[src/aftm_pkg.sv]
// Shared constants, coefficient rows and curve tables of the ACES fitted tone map.
// No dependencies; every module file imports this package (the macros header does not).
package aftm_pkg;

  localparam int IQ                 = 20;
  localparam int FRAC_BITS_DEF      = 16;
  localparam int INPUT_INT_BITS_DEF = 8;
  localparam int TW                 = IQ + 1;   // table entry / input coefficient width
  localparam int QW                 = IQ + 1;   // fit quotient width

  // pipeline depth of each lane
  localparam int ENC_STAGES     = 10;
  localparam int FIT_PRE_STAGES = 4;
  localparam int OUT_STAGES     = 5;
  localparam int LATENCY        = ENC_STAGES + FIT_PRE_STAGES + QW + OUT_STAGES;

  // sRGB encode curve
  localparam int SMALL_X_LIM = 3283;
  localparam int ENC_SLOPE   = 13547602;
  localparam int ENC_GAIN    = 1106248;
  localparam int ENC_OFFSET  = 57672;
  localparam int KK_OFS      = 52;
  localparam int RECIP12     = 171;
  localparam int RECIP12_SH  = 11;
  localparam int OCT_LEN     = 12;

  // sRGB decode curve
  localparam int DEC_LIM   = 42415;
  localparam int DEC_SLOPE = 81159;

  // rational fit
  localparam int FIT_A  = 25773;
  localparam int FIT_C  = 95;
  localparam int FIT_B2 = 1031515;
  localparam int FIT_B1 = 453982;
  localparam int FIT_B0 = 249646;

  typedef logic [2:0][TW-1:0]   urow_t;
  typedef logic [2:0][TW:0]     srow_t;
  typedef logic [11:0][TW-1:0]  oct_tab_t;
  typedef logic [32:0][TW-1:0]  mant_tab_t;
  typedef logic [256:0][TW-1:0] dec_tab_t;

  // width of an encoded channel for a given input integer width
  function automatic int enc_width(input int int_bits);
    int xw;
    int kkmax;
    xw    = int_bits + IQ;
    kkmax = 5 * (xw - 1) - KK_OFS;
    return IQ + 2 + kkmax / 12 - 4 + 1;
  endfunction

  function automatic logic [63:0] mulq(input logic [63:0] a, input logic [63:0] b);
    return (a * b) >> IQ;
  endfunction

  function automatic logic [63:0] pow12(input logic [63:0] y);
    logic [63:0] y2;
    logic [63:0] y4;
    logic [63:0] y8;
    y2 = mulq(y, y);
    y4 = mulq(y2, y2);
    y8 = mulq(y4, y4);
    return mulq(y8, y4);
  endfunction

  function automatic logic [63:0] pow5(input logic [63:0] y);
    logic [63:0] y2;
    logic [63:0] y4;
    y2 = mulq(y, y);
    y4 = mulq(y2, y2);
    return mulq(y4, y);
  endfunction

  // largest y below 2^21 with y^12 <= target
  function automatic logic [63:0] root12(input logic [63:0] target);
    logic [63:0] y;
    logic [63:0] c;
    y = '0;
    for (int b = IQ; b >= 0; b--) begin
      c = y | (64'd1 << b);
      if (pow12(c) <= target) y = c;
    end
    return y;
  endfunction

  // largest y below 2^21 with y^5 <= target
  function automatic logic [63:0] root5(input logic [63:0] target);
    logic [63:0] y;
    logic [63:0] c;
    y = '0;
    for (int b = IQ; b >= 0; b--) begin
      c = y | (64'd1 << b);
      if (pow5(c) <= target) y = c;
    end
    return y;
  endfunction

  function automatic oct_tab_t build_oct();
    oct_tab_t t;
    for (int i = 0; i < OCT_LEN; i++) t[i] = TW'(root12(64'd1 << (IQ + i)));
    return t;
  endfunction

  function automatic mant_tab_t build_mant();
    mant_tab_t t;
    for (int i = 0; i < 33; i++)
      t[i] = TW'(root12(pow5((64'd1 << IQ) + (64'(i) << (IQ - 5)))));
    return t;
  endfunction

  function automatic dec_tab_t build_dec();
    dec_tab_t    t;
    logic [63:0] x;
    logic [63:0] u;
    logic [63:0] u2;
    for (int i = 0; i < 257; i++) begin
      x    = 64'(i) << (IQ - 8);
      u    = ((x + 64'(ENC_OFFSET)) << IQ) / ENC_GAIN;
      u2   = mulq(u, u);
      t[i] = TW'(mulq(u2, root5(u2)));
    end
    return t;
  endfunction

  localparam oct_tab_t  OCT_TAB  = build_oct();
  localparam mant_tab_t MANT_TAB = build_mant();
  localparam dec_tab_t  DEC_TAB  = build_dec();

  // input matrix rows (Q.20)
  function automatic urow_t mat_in_row(input int i);
    urow_t r;
    unique case (i)
      0:       r = {21'd50573,  21'd371804, 21'd626199};
      1:       r = {21'd16421,  21'd952464, 21'd79692};
      2:       r = {21'd878466, 21'd140331, 21'd29780};
      default: r = '0;
    endcase
    return r;
  endfunction

  // output matrix rows (signed Q.20)
  function automatic srow_t mat_out_row(input int i);
    srow_t r;
    unique case (i)
      0: begin
        r[0] = 22'sd1682702;
        r[1] = -22'sd556878;
        r[2] = -22'sd77249;
      end
      1: begin
        r[0] = -22'sd107039;
        r[1] = 22'sd1161959;
        r[2] = -22'sd6344;
      end
      2: begin
        r[0] = -22'sd3429;
        r[1] = -22'sd76294;
        r[2] = 22'sd1128289;
      end
      default: r = '0;
    endcase
    return r;
  endfunction

endpackage

[src/aftm_enc_lane.sv]
// One channel of the sRGB encode curve, ten pipeline stages.
// Depends on aftm_pkg (curve tables and constants).
module aftm_enc_lane #(
  parameter int FRAC_BITS      = aftm_pkg::FRAC_BITS_DEF,
  parameter int INPUT_INT_BITS = aftm_pkg::INPUT_INT_BITS_DEF
) (
  input  logic                                          clk,
  input  logic                                          rst_n,
  input  logic                                          in_vld,
  input  logic [INPUT_INT_BITS+FRAC_BITS-1:0]           in_x,
  output logic                                          out_vld,
  output logic [aftm_pkg::enc_width(INPUT_INT_BITS)-1:0] out_enc
);
  import aftm_pkg::*;

  localparam int IW     = INPUT_INT_BITS + FRAC_BITS;
  localparam int XW     = INPUT_INT_BITS + IQ;
  localparam int D_IN   = IQ - FRAC_BITS;
  localparam int EBW    = $clog2(XW);
  localparam int KW     = $clog2(5 * XW);
  localparam int KKMAX  = 5 * (XW - 1) - KK_OFS;
  localparam int QSMAX  = KKMAX / 12;
  localparam int QSW    = $clog2(QSMAX + 1);
  localparam int FW     = XW - 6;
  localparam int PW     = IQ + 2;
  localparam int PSW    = PW + QSMAX - 4;
  localparam int EW     = enc_width(INPUT_INT_BITS);
  localparam int SVW    = 16;

  logic [ENC_STAGES-1:0] vld_r;

  // valid pipeline
  always_ff @(posedge clk) begin
    if (!rst_n) begin
      vld_r <= '0;
    end else begin
      vld_r <= {vld_r[ENC_STAGES-2:0], in_vld};
    end
  end
  assign out_vld = vld_r[ENC_STAGES-1];

  // align the input to Q.20
  logic [XW-1:0] x_al;
  generate
    if (D_IN >= 0) begin : g_up
      assign x_al = XW'(in_x) << D_IN;
    end else begin : g_dn
      assign x_al = XW'(in_x >> (-D_IN));
    end
  endgenerate

  // stage 1: linear segment
  logic [XW-1:0]  x1_r;
  logic           sm1_r;
  logic [SVW-1:0] sv1_r;
  logic [35:0]    svp_c;
  assign svp_c = {24'd0, x_al[11:0]} * 36'(ENC_SLOPE);
  always_ff @(posedge clk) begin
    x1_r  <= x_al;
    sm1_r <= (x_al < XW'(SMALL_X_LIM));
    sv1_r <= svp_c[35:IQ];
  end

  // stage 2: leading one
  logic [EBW-1:0] e_c;
  always_comb begin
    e_c = '0;
    for (int b = 0; b < XW; b++) begin
      if (x1_r[b]) e_c = EBW'(b);
    end
  end
  logic [XW-1:0]  x2_r;
  logic [EBW-1:0] e2_r;
  logic           sm2_r;
  logic [SVW-1:0] sv2_r;
  always_ff @(posedge clk) begin
    x2_r  <= x1_r;
    e2_r  <= e_c;
    sm2_r <= sm1_r;
    sv2_r <= sv1_r;
  end

  // stage 3: normalize, split exponent into octave shift and twelfth step
  logic [KW-1:0]   kk_c;
  logic [KW+7:0]   kkm_c;
  logic [QSW-1:0]  qs_c;
  logic [KW-1:0]   r_c;
  assign kk_c  = KW'({e2_r, 2'b00}) + KW'(e2_r) - KW'(KK_OFS);
  assign kkm_c = (KW+8)'(kk_c) * (KW+8)'(RECIP12);
  assign qs_c  = QSW'(kkm_c >> RECIP12_SH);
  assign r_c   = kk_c - KW'(qs_c) * KW'(12);
  logic [XW-1:0]  xn3_r;
  logic [QSW-1:0] qs3_r;
  logic [3:0]     r3_r;
  logic           sm3_r;
  logic [SVW-1:0] sv3_r;
  always_ff @(posedge clk) begin
    xn3_r <= x2_r << (EBW'(XW - 1) - e2_r);
    qs3_r <= qs_c;
    r3_r  <= r_c[3:0];
    sm3_r <= sm2_r;
    sv3_r <= sv2_r;
  end

  // stage 4: mantissa table knots
  logic [4:0]     j_c;
  assign j_c = xn3_r[XW-2 -: 5];
  logic [TW-1:0]  mj4_r;
  logic [TW-1:0]  df4_r;
  logic [FW-1:0]  fr4_r;
  logic [QSW-1:0] qs4_r;
  logic [3:0]     r4_r;
  logic           sm4_r;
  logic [SVW-1:0] sv4_r;
  always_ff @(posedge clk) begin
    mj4_r <= MANT_TAB[j_c];
    df4_r <= MANT_TAB[6'(j_c) + 6'd1] - MANT_TAB[j_c];
    fr4_r <= xn3_r[FW-1:0];
    qs4_r <= qs3_r;
    r4_r  <= r3_r;
    sm4_r <= sm3_r;
    sv4_r <= sv3_r;
  end

  // stage 5: interpolation product
  logic [TW+FW-1:0] pr5_r;
  logic [TW-1:0]    mj5_r;
  logic [QSW-1:0]   qs5_r;
  logic [3:0]       r5_r;
  logic             sm5_r;
  logic [SVW-1:0]   sv5_r;
  always_ff @(posedge clk) begin
    pr5_r <= (TW+FW)'(df4_r) * (TW+FW)'(fr4_r);
    mj5_r <= mj4_r;
    qs5_r <= qs4_r;
    r5_r  <= r4_r;
    sm5_r <= sm4_r;
    sv5_r <= sv4_r;
  end

  // stage 6: mantissa root and octave root
  logic [TW-1:0]  m6_r;
  logic [TW-1:0]  oct6_r;
  logic [QSW-1:0] qs6_r;
  logic           sm6_r;
  logic [SVW-1:0] sv6_r;
  always_ff @(posedge clk) begin
    m6_r   <= mj5_r + pr5_r[TW+FW-1:FW];
    oct6_r <= (r5_r < 4'(OCT_LEN)) ? OCT_TAB[r5_r] : '0;
    qs6_r  <= qs5_r;
    sm6_r  <= sm5_r;
    sv6_r  <= sv5_r;
  end

  // stage 7: combine roots
  logic [2*TW-1:0] pm_c;
  assign pm_c = (2*TW)'(oct6_r) * (2*TW)'(m6_r);
  logic [PW-1:0]  p7_r;
  logic [QSW-1:0] qs7_r;
  logic           sm7_r;
  logic [SVW-1:0] sv7_r;
  always_ff @(posedge clk) begin
    p7_r  <= pm_c[2*TW-1:IQ];
    qs7_r <= qs6_r;
    sm7_r <= sm6_r;
    sv7_r <= sv6_r;
  end

  // stage 8: apply octave shift, offset by four
  logic [PW+QSMAX-1:0] sh_c;
  assign sh_c = (PW+QSMAX)'(p7_r) << qs7_r;
  logic [PSW-1:0] ps8_r;
  logic           sm8_r;
  logic [SVW-1:0] sv8_r;
  always_ff @(posedge clk) begin
    ps8_r <= sh_c[PW+QSMAX-1:4];
    sm8_r <= sm7_r;
    sv8_r <= sv7_r;
  end

  // stage 9: gain
  logic [PSW+20:0] gp_c;
  assign gp_c = (PSW+21)'(ps8_r) * (PSW+21)'(ENC_GAIN);
  logic [EW-1:0]  g9_r;
  logic           sm9_r;
  logic [SVW-1:0] sv9_r;
  always_ff @(posedge clk) begin
    g9_r  <= gp_c[PSW+20:IQ];
    sm9_r <= sm8_r;
    sv9_r <= sv8_r;
  end

  // stage 10: offset, pick segment
  logic [EW-1:0] enc_r;
  always_ff @(posedge clk) begin
    if (sm9_r) begin
      enc_r <= EW'(sv9_r);
    end else if (g9_r > EW'(ENC_OFFSET)) begin
      enc_r <= g9_r - EW'(ENC_OFFSET);
    end else begin
      enc_r <= '0;
    end
  end
  assign out_enc = enc_r;

endmodule

[config.mk]
export PLATFORM = sky130hd
export DESIGN_NAME = aftm_enc_lane
export DESIGN_NICKNAME = d
export VERILOG_FILES = /design/src/aftm_pkg.sv /design/src/aftm_enc_lane.sv
export SDC_FILE = /design/constraint.sdc
export NUM_CORES = 2
export LEC_CHECK = 0
export BUFFER_PORTS_ARGS = -buffer_cell sky130_fd_sc_hd__buf_2
export CELL_PAD_IN_SITES_DETAIL_PLACEMENT = 1
export CELL_PAD_IN_SITES_GLOBAL_PLACEMENT = 2
export CORE_MARGIN = 2
export CORE_UTILIZATION = 42
export CTS_CLUSTER_DIAMETER = 50
export DETAILED_ROUTE_END_ITERATION = 8
export PLACE_DENSITY = 0.82
export SYNTH_ARGS = -nofsm -noshare
export SYNTH_HDL_FRONTEND = slang
export SYNTH_SLANG_ARGS = --single-unit
[constraint.sdc]
create_clock -name clk -period 9.1 [get_ports clk]
set_clock_uncertainty 0.2 [all_clocks]
set_input_delay 1.365 -clock clk [delete_from_list [all_inputs] [get_ports clk]]
set_output_delay 1.365 -clock clk [all_outputs]
set_load 0.01 [all_outputs]
==> impl_metrics.py <==
metrics = {
    "run_status": {
        "status": "finished, final reports clean",
    },
    "timing": {
        "tns_ns": 0,
        "hold_viol_final": 0,
        "min_period_over_period_pct": 89.7,
        "max_freq_mhz": 122,
        "finalSetupViolCount": 0,
        "worst_pin_slew_ns": 1.21,
        "maxSlewViolCount": 0,
        "maxSlewHeadroom_pct": 19.6,
        "finalCriticalPeriod_ns": 8.17,
        "grt_setup_unrepaired": "false",
    },
    "setup_path": {
        "crit_chain": "nand2_1, fa_1, fa_1, fa_1, inv_1, fa_1, fa_1, fa_1, inv_1, fa_1, inv_1, ha_1, and3_1, and3_1, and4_1, a2111o_1, a211oi_4, nor4b_1, o31a_1, o21a_1, o31a_1, xor2_1",
        "slowest_delay_ns": 1.11,
        "start_kind": "flip-flop",
        "cp_slowest_cell": "dfxtp_1",
        "worst_ep_arrival_time_ns": 8.47,
        "path_class": "reg -> reg",
        "cp_common_cell": "fa_1",
        "required_ns": 9.41,
        "critPathMaxFanout": 21,
        "crit_path_end_kind": "flip-flop",
    },
    "cts": {
        "post_cts_buffers": 0,
        "clk_pin_slew_ns": 0.06,
        "clk_latency_ns": 0.62,
        "cts_hold_buffers": 0,
        "htreeDepth": 3,
        "root_buffer": "clkbuf_16",
        "numCtsBuffers": 67,
        "cts_buffer_depth": 3,
        "cts_resized": 0,
        "cts.sinks": 520,
        "cts_tree": "built",
    },
    "logic_synthesis": {
        "yosysSeqAreaShare_pct": 19.8,
        "async_flop_share_pct": 0,
        "synth_edf_count": 0,
        "syn_area_mm2": 0.0526,
        "ys_ff_latch": 520,
        "synth-warning-count": 0,
        "synth_flop_cell": "dfxtp_1",
        "syn_avg_cell_area_um2": 9.59,
        "synthCells": 5485,
        "ys_types": 70,
        "synth_nets": 6996,
    },
    "min_path": {
        "hold_class": "reg -> reg",
    },
    "floorplanning": {
        "start_util_pct": 42.4,
        "die_x_um": 358,
        "die_h_um": 358,
        "num_io_pins": 53,
        "dieArea_mm2": 0.128,
        "core_area_mm2": 0.124,
        "rows": 129,
    },
    "grt": {
        "antenna_found_initial": 5,
        "grt_max_degree": 41,
        "grt_pass1_wl_mm": 224,
        "grt_pass1_vias": 40700,
        "overflow": 0,
        "grt_use_total_pct": 22.2,
    },
    "cells_and_area": {
        "final_nets": 6965,
        "n_antenna_cell": 0,
        "syn2layout_area_growth_pct": 8.30,
        "final_cell_mix": "inv_1 (1,060), fa_1 (802), ha_1 (682), nand2_1 (520), dfxtp_1 (520)",
        "mostFrequentLayoutCell": "inv_1",
        "drive_gt1_share_pct": 5.18,
    },
    "route": {
        "num_vias": 36400,
        "dr.pass1.iters": 5,
        "wl_per_cell_um": 19.3,
        "routed_wl_mm": 138,
        "vias_per_cell": 5.10,
        "drtIter0Drc": 1677,
        "drc": 0,
        "antenna_left": 0,
    },
    "placed_design": {
        "port_buffers": 52,
        "place_congestion": 0.860,
        "hpwl_mm": 111,
    },
    "flow_run": {
        "drv_cap": 0,
    },
}
==> state kept, by name, indices dropped and copies added (netlist names), 22 cells and up, named ones only <==
| signal | flops |
|---|---|
| g9_r | 25 |
| out_enc | 25 |
| p7_r | 22 |
| ps8_r | 24 |
| x1_r | 24 |
| x2_r | 23 |
| xn3_r | 23 |
==> path summary, 6_finish.rpt <==
path	cells past startpoint	start	to	slack (ns)
hold / removal	0	sv2_r[15]$_DFF_P_	sv3_r[15]$_DFF_P_	0.12
hold reg to reg	0	sv2_r[15]$_DFF_P_	sv3_r[15]$_DFF_P_	0.12
setup reg to reg	22	fr4_r[14]$_DFF_P_	pr5_r[41]$_DFF_P_	0.93
setup / recovery	22	fr4_r[14]$_DFF_P_	pr5_r[41]$_DFF_P_	0.93
==> layout make-up <==
class                           count  area, µm²
Fill cell                       14000      67000
Multi-Input combinational cell   3682      37400
Sequential cell                   520      10400
Inverter                         1067       4010
Tap cell                         1637       2050
Clock buffer                       78       1810
Timing Repair Buffer              116        741
Clock inverter                     44        572
==> worst max-delay path, delay by kind of cell, from the launching register on <==
kind,cells,cell delay (ns)
AO/OA/AOI/OAI,5,1.62
buffers and inverters,3,0.18
adder cells (fa/ha/maj),8,3.91
flip-flops,1,1.11
XOR/XNOR,1,0.14
AND/OR/NAND/NOR,5,0.86
==> Yosys cell counts, types with 5 or more instances <==
library cell,instances,area (µm²)
a211oi_1,27,203
a21boi_0,12,90.1
a21o_1,37,278
a21oi_1,159,796
a221o_1,5,50.1
a311oi_1,5,43.8
a31oi_1,16,100
and2_1,498,3120
and3_1,18,113
and4_1,6,52.6
buf_2,7,35.0
clkbuf_1,205,769
clkinv_1,6,22.5
dfxtp_1,520,10400
fa_1,802,16100
ha_1,682,8530
inv_1,1060,3980
mux2_2,17,191
mux2i_1,35,350
mux4_2,16,360
nand2_1,520,1950
nand2b_1,12,75.1
nand3_1,36,180
nand4_1,18,113
nor2_1,186,698
nor2b_1,32,200
nor3_1,59,295
nor3b_1,5,37.5
nor4_1,17,106
o211ai_1,20,150
o21a_1,24,180
o21ai_0,146,731
o21bai_1,20,150
o221ai_1,5,43.8
o22ai_1,15,93.8
o311ai_0,8,70.1
o31a_1,6,52.6
o31ai_1,7,52.6
or2_2,7,43.8
or4_1,6,45.0
xnor2_1,107,937
xor2_1,37,324
==> per-stage QoR <==
| stage | setup WS [ns] | util [%] | hold slack [ns] | instances | cell area (µm²) |
|---|---|---|---|---|---|
| floorplan | 1.78 | - | 0.110 | 5485 | 52600 |
| global placement | 1.15 | 44.0 | 0.110 | 7022 | 54600 |
| detailed placement | 0.978 | 44.0 | 0.113 | 7022 | 54600 |
| CTS | 0.961 | 45.9 | 0.123 | 7144 | 57000 |
| global route | 0.642 | 45.9 | 0.124 | 7144 | 57000 |
| finish | 0.934 | 45.9 | 0.122 | 7144 | 57000 |
==> routing by layer <==
metal / vias up / global-route usage, % / part of all wire (%)
met5: - / 0 / 0
met4: 0 / 4.24 / 1.7
met3: 145 / 2.34 / 2.9
met2: 482 / 39.3 / 50
met1: 18800 / 29.5 / 45
li1: 17000 / - / -
==> cell families after synthesis <==
family,synth area share (%)
adders and majority gates,46.8
and+or+nand+nor,13.5
buffers and inverters,9.17
AOI/OAI and AO/OA,6.66
DFF,19.8
xor gates and xnor gates,2.40
muxes,1.72
Power is not shown: default switching activity piles up to over one toggle a cycle in this logic, so the estimate is an artifact.
